## config.mk

```make
export PLATFORM = sky130hd
export DESIGN_NAME = annexb_to_length_prefixed_nal
export DESIGN_NICKNAME = d
export VERILOG_FILES = /design/src/hw/rtl/abnal_pkg.sv /design/src/hw/rtl/annexb_to_length_prefixed_nal.sv /design/src/hw/rtl/abnal_split.sv /design/src/hw/rtl/abnal_emit.sv
export SDC_FILE = /design/constraint.sdc
export NUM_CORES = 1
export LEC_CHECK = 0
export ABC_AREA = 1
export BUFFER_PORTS_ARGS = -buffer_cell sky130_fd_sc_hd__buf_2
export CAP_MARGIN = 10
export CORE_ASPECT_RATIO = 1.5
export CORE_MARGIN = 4
export CORE_UTILIZATION = 55
export DETAILED_ROUTE_END_ITERATION = 8
export GPL_TIMING_DRIVEN = 0
export PLACE_DENSITY = 0.83
export RECOVER_POWER = 25
export SYNTH_ARGS = -nofsm -noshare
export SYNTH_HDL_FRONTEND = slang
export SYNTH_HIERARCHICAL = 1
export SYNTH_SLANG_ARGS = --single-unit
```

## constraint.sdc

```tcl
create_clock -name clk -period 6.8 [get_ports clk]
set_clock_uncertainty 0.05 [all_clocks]
set_input_delay 1.36 -clock clk [delete_from_list [all_inputs] [get_ports clk]]
set_output_delay 1.36 -clock clk [all_outputs]
set_load 0.01 [all_outputs]
```

## src/hw/rtl/abnal_pkg.sv

```systemverilog
// Shared types and constants for the Annex-B to length-prefixed NAL splitter.
// Holds the channel item structs, the result kind codes and the per-item plan.
// No dependencies.
package abnal_pkg;

  // Width of the saturating length counters.
  localparam int COUNT_BITS = 24;
  // Width of the length fields on the result channel.
  localparam int LEN_W = 24;
  // Each NAL gets a four byte length prefix downstream.
  localparam int PREFIX_BYTES = 4;
  localparam logic [COUNT_BITS-1:0] CNT_MAX = '1;

  typedef logic [COUNT_BITS-1:0] cnt_t;

  typedef enum logic [1:0] {
    KIND_PAYLOAD   = 2'd0,
    KIND_NAL_END   = 2'd1,
    KIND_UNIT_DONE = 2'd2,
    KIND_NO_CODE   = 2'd3
  } kind_t;

  typedef struct packed {
    logic [7:0] data_byte;
    logic       last_of_unit;
  } in_item_t;

  typedef struct packed {
    kind_t            kind;
    logic [7:0]       payload_byte;
    logic [LEN_W-1:0] nal_length;
    logic [LEN_W-1:0] unit_total;
    logic             last;
  } out_item_t;

  // Everything one input item produces, in emission order: zero bytes,
  // then one data byte, then a NAL end record, then a unit-level record.
  typedef struct packed {
    logic [2:0] zeros;
    logic       byte_pend;
    logic [7:0] byte_val;
    logic       end_pend;
    cnt_t       nal_len;
    cnt_t       len4;
    logic       fin_pend;
    logic       fin_err;
  } plan_t;

endpackage

```

## src/hw/rtl/annexb_to_length_prefixed_nal.sv

```systemverilog
// Top level of the Annex-B to length-prefixed NAL splitter.
// Depends on abnal_pkg, abnal_split and abnal_emit.
//
// Usage: the input channel carries one byte of an H.264 access unit per item,
// with last_of_unit set on the unit's final byte. Bytes before the first start
// code are dropped. Start codes 00 00 01 and 00 00 00 01 split the unit into
// NALs; payload bytes come out as kind 0 items, each NAL closes with a kind 1
// item that carries its length, and the unit closes with a kind 2 item giving
// the size the unit takes once every NAL has a four byte length prefix, or a
// kind 3 item if no start code was seen. The out last bit marks the final
// result caused by one input byte. Lengths saturate at the counter maximum.
// Results for a byte appear in the cycle after it is accepted. Unless the
// receiver stalls, a byte that yields at most one result is followed by the
// next byte in the very next cycle. A byte that yields more (up to six, at
// a start code or a unit end) holds the input off until its last result is
// taken, as the result register hands out one result per unstalled cycle;
// the next byte is taken in the same cycle as the last of those results.
// When the receiver stalls, the current result holds and the input stalls
// unless the pending register is empty. Reset clears the parser state, the
// running total and any pending results; the block takes a byte right after.
module annexb_to_length_prefixed_nal (
  input  logic                 clk,
  input  logic                 rst_n,
  input  logic                 in_valid,
  output logic                 in_stall,
  input  abnal_pkg::in_item_t  in_item,
  output logic                 out_valid,
  input  logic                 out_stall,
  output abnal_pkg::out_item_t out_item
);

  abnal_pkg::plan_t plan;
  logic             has_results;
  logic             room;
  logic             in_take;

  // The input waits only while the result register still has results that
  // will not all be gone at this edge.
  assign in_stall = !room;
  assign in_take  = in_valid && room;

  abnal_split u_split (
    .clk         (clk),
    .rst_n       (rst_n),
    .take        (in_take),
    .item        (in_item),
    .plan        (plan),
    .has_results (has_results)
  );

  // Bytes that only update parser state (held zeros, search) load nothing.
  abnal_emit u_emit (
    .clk       (clk),
    .rst_n     (rst_n),
    .load      (in_take && has_results),
    .plan_in   (plan),
    .room      (room),
    .out_valid (out_valid),
    .out_stall (out_stall),
    .out_item  (out_item)
  );

endmodule

```

## src/hw/rtl/abnal_split.sv

```systemverilog
// Start code parser: tracks search state, held zeros and the NAL byte count,
// and turns each accepted byte into a plan of results.
// Depends on abnal_pkg.
module abnal_split (
  input  logic               clk,
  input  logic               rst_n,
  input  logic               take,
  input  abnal_pkg::in_item_t item,
  output abnal_pkg::plan_t    plan,
  output logic               has_results
);

  logic             inside_r, inside_nxt;
  logic [1:0]       zrun_r, zrun_nxt;
  logic [1:0]       held_r, held_nxt;
  abnal_pkg::cnt_t  rc_r, rc_nxt;

  logic             code;
  logic [2:0]       zeros;
  logic             byte_f, end_f, fin_f, fin_err;
  logic [2:0]       inc;
  logic [abnal_pkg::COUNT_BITS:0] sum_len, sum_len4;
  abnal_pkg::cnt_t  nal_len, len4;

  always_comb begin
    inside_nxt = inside_r;
    zrun_nxt   = zrun_r;
    held_nxt   = held_r;
    code       = 1'b0;
    zeros      = 3'd0;
    byte_f     = 1'b0;
    end_f      = 1'b0;
    fin_f      = 1'b0;
    fin_err    = 1'b0;
    if (!inside_r) begin
      if (item.data_byte == 8'd1 && zrun_r >= 2'd2) begin
        inside_nxt = 1'b1;
        zrun_nxt   = 2'd0;
      end else if (item.data_byte == 8'd0) begin
        if (zrun_r != 2'd3) begin
          zrun_nxt = zrun_r + 2'd1;
        end
      end else begin
        zrun_nxt = 2'd0;
      end
      if (item.last_of_unit) begin
        fin_f   = 1'b1;
        fin_err = !inside_nxt;
      end
    end else begin
      if (item.data_byte == 8'd0) begin
        // Only the three newest zeros can start a code; an older one is payload.
        if (held_r == 2'd3) begin
          zeros = 3'd1;
        end else begin
          held_nxt = held_r + 2'd1;
        end
      end else if (item.data_byte == 8'd1 && held_r >= 2'd2) begin
        code     = 1'b1;
        held_nxt = 2'd0;
        end_f    = 1'b1;
      end else begin
        zeros    = {1'b0, held_r};
        byte_f   = 1'b1;
        held_nxt = 2'd0;
      end
      if (item.last_of_unit) begin
        fin_f = 1'b1;
        if (!code) begin
          zeros = zeros + {1'b0, held_nxt};
          end_f = 1'b1;
        end
      end
    end
  end

  assign inc      = zeros + {2'b00, byte_f};
  assign sum_len  = {1'b0, rc_r} + (abnal_pkg::COUNT_BITS+1)'(inc);
  assign sum_len4 = {1'b0, rc_r} + (abnal_pkg::COUNT_BITS+1)'(inc)
                  + (abnal_pkg::COUNT_BITS+1)'(abnal_pkg::PREFIX_BYTES);
  assign nal_len  = sum_len[abnal_pkg::COUNT_BITS] ? abnal_pkg::CNT_MAX
                                                   : sum_len[abnal_pkg::COUNT_BITS-1:0];
  assign len4     = sum_len4[abnal_pkg::COUNT_BITS] ? abnal_pkg::CNT_MAX
                                                    : sum_len4[abnal_pkg::COUNT_BITS-1:0];

  assign rc_nxt = (end_f || item.last_of_unit) ? '0 : nal_len;

  always_comb begin
    plan.zeros     = zeros;
    plan.byte_pend = byte_f;
    plan.byte_val  = item.data_byte;
    plan.end_pend  = end_f;
    plan.nal_len   = nal_len;
    plan.len4      = len4;
    plan.fin_pend  = fin_f;
    plan.fin_err   = fin_err;
  end

  assign has_results = (zeros != 3'd0) || byte_f || end_f || fin_f;

  always_ff @(posedge clk) begin
    if (!rst_n) begin
      inside_r <= 1'b0;
      zrun_r   <= 2'd0;
      held_r   <= 2'd0;
      rc_r     <= '0;
    end else if (take) begin
      if (item.last_of_unit) begin
        inside_r <= 1'b0;
        zrun_r   <= 2'd0;
        held_r   <= 2'd0;
      end else begin
        inside_r <= inside_nxt;
        zrun_r   <= zrun_nxt;
        held_r   <= held_nxt;
      end
      rc_r <= rc_nxt;
    end
  end

endmodule

```

## src/hw/rtl/abnal_emit.sv

```systemverilog
// Result sequencer (depends on abnal_pkg): holds one item's plan and hands
// out results one per unstalled cycle, keeping the unit's running prefixed size.
module abnal_emit (
  input  logic                clk,
  input  logic                rst_n,
  input  logic                load,
  input  abnal_pkg::plan_t     plan_in,
  output logic                room,
  output logic                out_valid,
  input  logic                out_stall,
  output abnal_pkg::out_item_t out_item
);

  abnal_pkg::plan_t plan_r, plan_nxt;
  abnal_pkg::cnt_t  acc_r, acc_nxt;
  logic [abnal_pkg::COUNT_BITS:0] acc_sum;
  logic [2:0]       remaining;
  logic             is_last, take;

  assign remaining = plan_r.zeros + {2'b00, plan_r.byte_pend}
                   + {2'b00, plan_r.end_pend} + {2'b00, plan_r.fin_pend};
  assign out_valid = remaining != 3'd0;
  assign is_last   = remaining == 3'd1;
  assign take      = out_valid && !out_stall;
  assign room      = !out_valid || (take && is_last);
  assign acc_sum   = {1'b0, acc_r} + {1'b0, plan_r.len4};

  always_comb begin
    out_item.kind         = abnal_pkg::KIND_PAYLOAD;
    out_item.payload_byte = 8'd0;
    out_item.nal_length   = '0;
    out_item.unit_total   = '0;
    out_item.last         = is_last;
    priority if (plan_r.zeros != 3'd0) begin
      out_item.kind = abnal_pkg::KIND_PAYLOAD;
    end else if (plan_r.byte_pend) begin
      out_item.payload_byte = plan_r.byte_val;
    end else if (plan_r.end_pend) begin
      out_item.kind       = abnal_pkg::KIND_NAL_END;
      out_item.nal_length = abnal_pkg::LEN_W'(plan_r.nal_len);
    end else if (plan_r.fin_err) begin
      out_item.kind = abnal_pkg::KIND_NO_CODE;
    end else begin
      out_item.kind       = abnal_pkg::KIND_UNIT_DONE;
      out_item.unit_total = abnal_pkg::LEN_W'(acc_r);
    end
  end

  always_comb begin
    plan_nxt = plan_r;
    acc_nxt  = acc_r;
    if (take) begin
      priority if (plan_r.zeros != 3'd0) begin
        plan_nxt.zeros = plan_r.zeros - 3'd1;
      end else if (plan_r.byte_pend) begin
        plan_nxt.byte_pend = 1'b0;
      end else if (plan_r.end_pend) begin
        plan_nxt.end_pend = 1'b0;
        acc_nxt = acc_sum[abnal_pkg::COUNT_BITS] ? abnal_pkg::CNT_MAX
                                                 : acc_sum[abnal_pkg::COUNT_BITS-1:0];
      end else begin
        plan_nxt.fin_pend = 1'b0;
        acc_nxt           = '0;
      end
    end
    if (load) begin
      plan_nxt = plan_in;
    end
  end

  always_ff @(posedge clk) begin
    if (!rst_n) begin
      plan_r <= '0;
      acc_r  <= '0;
    end else begin
      plan_r <= plan_nxt;
      acc_r  <= acc_nxt;
    end
  end

endmodule

```

==> metrics, run 1 <==
area of the mapped netlist approximately 8800 sq um; pin count of the biggest net entering global routing 17; final WL 26.1 mm; GPL Wtd Cong between 0.9 and 1; Worst-path clk slew 0.06 ns; worst hold slack roughly 0.4 ns; CTS tree done; largest family of logic cells by synthesized area simple AND/OR/NAND/NOR gates; clock buffer count from CTS 17; NumNets Final roughly 1600; crit share post-route between 90% and 100%; Post-CTS Hold Fix Bufs 0; Vias/cell approximately 5.3; fin cells about 1800; initial antenna violation count 0; Clock Sinks between 100 and 150; synth unique cells 40; final core utilization between 60% and 70%; Post-synth ARST share 0%; max-cap viol count 0; Slew Limit Fails 0; FMAX around 0.15 GHz; slowest CP cell nor4_2; dpl ws -0.134 ns; GR Overflow Total 0; register bit total from synthesis ~120; via count between 9000 and 10000; Least-Margin Pin Slew between 0.7 and 0.8 ns; DP Area about 9400 sq um; min cycle time layout roughly 6.5 ns; share of the yosys chip area belonging to registers 26.3%; post-synthesis mux area share 0%; Power Density between 200 and 300 nW/um^2; average cell area after synthesis roughly 6 sq um; cell mode on critical path inv_1; Core Area 15700 sq um; adder-cell share of the synthesized area 6.24%; dominant synthesized flop cell dfxtp_1; Setup CP Type input port to flip-flop; relative slew slack between 40% and 50%; Synth Area in XOR/XNOR 2.38%; hold crit path type flip-flop to flip-flop; layout cells sized above 1 a little over an eighth; Post-Synth Simple-Gate Area between 40% and 50%; Initial Utilization a little under three fifths; Die X approximately 110 um; Setup crit end kind flip-flop; Final Hold Vio Count 0; total track usage about 29%; H-tree level count 4; Routed Antenna Nets 0; area delta synth->final 13.5%; RSZ-0062 raised after global routing no; commonest cells after routing, fill and taps aside nand2_1, nor2_1, inv_1; leakage between 4 and 5 nW; setup violators final 0; CTS Buffer Depth 2; PnR worst setup slack 0.296 ns; routed len/inst 14.8 um; most common cell after layout, fill and taps aside nand2_1; Startpoint Class input port; gate count of the mapped netlist approximately 1500; Crit path largest cell delay about 0.44 ns; IO Count between 70 and 80; drt drc 0; status completed; Post-synth EDFFs 0; FP Rows 56; CTS root buffer clkbuf_16; CP required 7.04 ns; design area about 10000 sq um; crit path max fanout 10; number of global-route vias before repair 9127; compound-cell area share of the yosys netlist between 10% and 20%; Tot Pwr approximately 2.8 mW; ant diodes 0; die footprint about 18000 sq um; PortBufs 73; DIE HEIGHT roughly 160 um; HPWL Detailed approximately 20 mm; first-pass GRT wire length 42.2 mm; Skew-Pair Late Insertion Delay between 0.4 and 0.5 ns; number of DRC markers in iteration 0 between 500 and 600; Fin Setup TNS 0 ns; Synth Warn # 6; Critical Path AT ~6.7 ns; DR pass1 iterations 5; peak supply drop 0.199 mV; dpl cells 1726; Mapped Nets approximately 1500; Setup Fix Bufs, Post-CTS 0
==> worst max-delay path, delay by kind of cell <==
family	cells	cell delay, ns
adder cells (fa/ha/maj)	5	1.28
AO/OA/AOI/OAI	4	0.56
buffers and inverters	8	0.94
AND/OR/NAND/NOR	14	2.09
XOR/XNOR	2	0.46
==> routing by layer <==
metal	track usage [%]	part of all wire [%]	routed length, um
met2	55.7	53	13900
met5	0	0	0
met4	17.2	6.1	1590
met1	28.7	36	9470
met3	3.22	4.4	1150
==> logic make-up (layout without fill, tap and decap cells) <==
group                      Yosys count  count (layout)
AOI/OAI and AO/OA                  200             200
xor gates and xnor gates            24              24
adders and majority gates           41              41
buffers and inverters              258             362
DFF                                116             116
and+or+nand+nor                    811             811
==> sequential cells by signal, summed over array words and instances, names as in the netlist <==
register	cells
u_split/zrun_r	2
u_emit/plan_r	63
u_split/rc_r	24
u_split/inside_r	1
u_split/held_r	2
u_emit/acc_r	24
==> synth_stat cells, drive strengths merged, types with 2 or more instances <==
| cell | number | area (sq um) |
|---|---|---|
| nand2 | 460 | 1820 |
| o21ai | 87 | 439 |
| fa | 5 | 100 |
| or2 | 4 | 27.5 |
| nor4 | 2 | 12.5 |
| dfxtp | 116 | 2320 |
| inv | 194 | 728 |
| nand3b | 7 | 52.6 |
| clkbuf | 35 | 131 |
| xnor2 | 6 | 52.6 |
| nor2 | 231 | 986 |
| a21oi | 105 | 571 |
| clkinv | 3 | 11.3 |
| nand4 | 14 | 87.6 |
| buf | 26 | 214 |
| and2 | 5 | 31.3 |
| ha | 36 | 450 |
| o21bai | 5 | 37.5 |
| xor2 | 18 | 158 |
| nand3 | 82 | 521 |
| nor3 | 6 | 35.0 |
==> power breakdown <==
group	leakage, nW	switching [mW]	internal (mW)
registers	0.943	0.0715	0.803
clock network	0.290	0.334	0.619
logic	3.74	0.681	0.276
total	4.97	1.09	1.70
==> worst paths after layout <==
check / from / to / slack, ns / depth (start not counted)
setup / recovery: in_item[2] / u_emit/plan_r[24]$_SDFFE_PN0P_ / 0.30 / 33
hold / removal: u_emit/plan_r[29]$_SDFFE_PN0P_ / u_emit/plan_r[29]$_SDFFE_PN0P_ / 0.40 / 2
setup reg to reg: u_split/held_r[1]$_SDFFE_PN0P_ / u_emit/plan_r[24]$_SDFFE_PN0P_ / 1.52 / 31
hold reg to reg: u_emit/plan_r[29]$_SDFFE_PN0P_ / u_emit/plan_r[29]$_SDFFE_PN0P_ / 0.40 / 2
==> repair_timing <==
action | in CTS | in global routing
endpoints found under the setup margin | 0 | 24
endpoints found under the hold margin | 0 | 0
gates resized for setup | 0 | 2
==> area by class of cell <==
class / count / area (sq um)
clock inverters: 13 / 181
clock buffers: 18 / 439
plain buffers: 61 / 330
multi-input cells: 1076 / 5390
inverters: 197 / 739
flip-flops and latches: 116 / 2320
repair buffers: 73 / 349
well taps: 203 / 254
fillers: 1529 / 5690
No activity file was read; power rests on OpenSTA's default activity.
==> inputs of run 2 (changes only) <==
--- a/config.mk
+++ b/config.mk
@@ -8,13 +8,16 @@
 export ABC_AREA = 1
 export BUFFER_PORTS_ARGS = -buffer_cell sky130_fd_sc_hd__buf_2
 export CAP_MARGIN = 10
+export CELL_PAD_IN_SITES_DETAIL_PLACEMENT = 1
+export CELL_PAD_IN_SITES_GLOBAL_PLACEMENT = 1
 export CORE_ASPECT_RATIO = 1.5
 export CORE_MARGIN = 4
-export CORE_UTILIZATION = 55
+export CORE_UTILIZATION = 43
 export DETAILED_ROUTE_END_ITERATION = 8
 export GPL_TIMING_DRIVEN = 0
-export PLACE_DENSITY = 0.83
+export PLACE_DENSITY = 0.91
 export RECOVER_POWER = 25
+export SETUP_SLACK_MARGIN = 0.1
 export SYNTH_ARGS = -nofsm -noshare
 export SYNTH_HDL_FRONTEND = slang
 export SYNTH_HIERARCHICAL = 1
==> metrics, run 2 (synthesis gave the netlist of run 1 again) <==
crit share post-route 94.4% (-1.3 points); biggest regs u_emit/plan_r (63), u_emit/acc_r (24), u_split/rc_r (24); peak supply drop 0.187 mV (-6.1%); Least-Margin Pin Slew 0.761 ns (+0.00515 ns); critical path's top delay family simple AND/OR/NAND/NOR gates; slowest CP cell fa_1; FMAX 0.156 GHz (+1.3%); CP required 7.06 ns (+0.02 ns); Bufs and invs on worst path 8 (unchanged); ant diodes 0 (unchanged); Core Area 19900 sq um (+27%); CTS root buffer clkbuf_16; max-cap viol count 0 (unchanged); fin cells 1815 (+3.3%); area delta synth->final 14.5%; design area 10100 sq um (+0.91%); P_sw 1.19 mW (+9.6%); Post-CTS Hold Fix Bufs 0 (unchanged); via count 9814 (+5.0%); number of DRC markers in iteration 0 422 (-28%); GR Overflow Total 0 (unchanged); clock buffer count from CTS 17 (unchanged); Setup crit end kind flip-flop; CTS Buffer Depth 2 (unchanged); status completed; Vias/cell 5.41 (+1.7%); first-pass GRT wire length 53.2 mm (+26%); leakage 4.98 nW (about the same); hold crit path type flip-flop to flip-flop; dpl ws -0.400 ns (-0.266 ns); Routed Antenna Nets 0 (unchanged); Startpoint Class input port; NumNets Final 1597 (+0.063%); clock share of power 33.2% (-1.0 points); final WL 33.3 mm (+28%); number of global-route vias before repair 10600 (+17%); min cycle time layout 6.42 ns (-0.0861 ns); setup violators final 0 (unchanged); Sw Ratio 41.8% (+2.8 points); die footprint 22900 sq um (+26%); layout cells sized above 1 14.0% (+0.31 points); CTS tree done; total track usage 28.9% (+0.31 points); routed len/inst 18.3 um (+23%); pin count of the biggest net entering global routing 17 (unchanged); Skew-Pair Late Insertion Delay 0.43 ns (+0.02 ns); max reg flops 63 (unchanged); Slew Limit Fails 0 (unchanged); # fillers 2821 (+84%); Setup CP Type input port to flip-flop; HPWL Detailed 24.6 mm (+22%); Gate power share 35.8% (+1.4 points); Final Hold Vio Count 0 (unchanged); FP Rows 63 (+13%); Reg with most FFs u_emit/plan_r; Power Density 282 nW/um^2 (+1.4%); Critical Path AT 6.68 ns (-0.06 ns); relative slew slack 49.3% (-0.16 points); drt drc 0 (unchanged); Clock Sinks 116 (unchanged); RSZ-0062 raised after global routing no; crit path max fanout 10 (unchanged); initial antenna violation count 0 (unchanged); share of power burned in registers 31.0% (-0.4 points); Worst-path clk slew 0.06 ns (about the same); Internal 1.66 mW (-2.4%); DP Area 9510 sq um (+0.76%); DR pass1 iterations 5 (unchanged); most common cell after layout, fill and taps aside nand2_1; Fin Setup TNS 0 ns (unchanged); Crit path largest cell delay 0.40 ns (-0.04 ns); Die X 125 um (+12%); Initial Utilization 44.2% (-12 points); GPL Wtd Cong 0.916 (-6.7%); commonest cells after routing, fill and taps aside nand2_1, nor2_1, inv_1; DIE HEIGHT 183 um (+12%); worst hold slack 0.408 ns (+0.00416 ns); IO Count 74 (unchanged); H-tree level count 4 (unchanged); PortBufs 73 (unchanged); PnR worst setup slack 0.382 ns (+0.0861 ns); dpl cells 1783 (+3.3%)
[run 2: final timing paths]
check	slack (ns)	end	depth (start not counted)	from
setup / recovery	0.38	u_emit/plan_r[20]$_SDFFE_PN0P_	32	in_item[4]
setup reg to reg	1.53	u_emit/plan_r[20]$_SDFFE_PN0P_	31	u_split/held_r[1]$_SDFFE_PN0P_
hold / removal	0.41	u_emit/plan_r[31]$_SDFFE_PN0P_	2	u_emit/plan_r[31]$_SDFFE_PN0P_
hold reg to reg	0.41	u_emit/plan_r[31]$_SDFFE_PN0P_	2	u_emit/plan_r[31]$_SDFFE_PN0P_
[run 2: power groups by stage]
stage | clock (mW) | combinational [mW] | sequential (mW)
6_report | 0.945 | 1.02 | 0.882
5_1_grt | 0.986 | 1.13 | 0.892
4_1_cts | 0.955 | 1.04 | 0.880
3_5_place_dp | 0 | 1.01 | 0.891
3_3_place_gp | 0 | 0.968 | 0.884
2_1_floorplan | 0 | 0.690 | 0.860
[run 2: area by class of cell]
type	count	area (sq um)	area share (%)
multi-input cells	1076	5420	53.7
flip-flops and latches	116	2320	23.0
inverters	197	739	7.32
clock buffers	17	425	4.21
repair buffers	74	357	3.53
plain buffers	61	330	3.27
well taps	260	325	3.22
clock inverters	14	179	1.77
[run 2: timing repair]
item,4_1_cts,5_1_grt
gates resized for setup,1,5
pin swaps,0,1
setup buffers,0,1
endpoints found under the setup margin,20,24
[run 2: worst register-to-register path: cells and delay by family, from the launching register on]
family                   cells  cell delay [ns]
AO/OA/AOI/OAI                4             0.60
XOR/XNOR                     2             0.50
adder cells (fa/ha/maj)      5             1.31
buffers and inverters        7             0.77
flip-flops                   1             0.39
AND/OR/NAND/NOR             13             1.49
[run 2: metal layers]
layer	part of all wire, %	GRT usage [%]
met3	3.0	3.58
met2	54	57.2
met1	36	27.4
met4	7.0	19.5
met5	0	0
[run 2: metrics by stage]
stage / utilization [%] / power, mW
floorplan: - / 1.55
global placement: 47.7 / 1.85
detailed placement: 47.7 / 1.90
CTS: 50.7 / 2.87
global route: 50.6 / 3.01
finish: 50.6 / 2.85
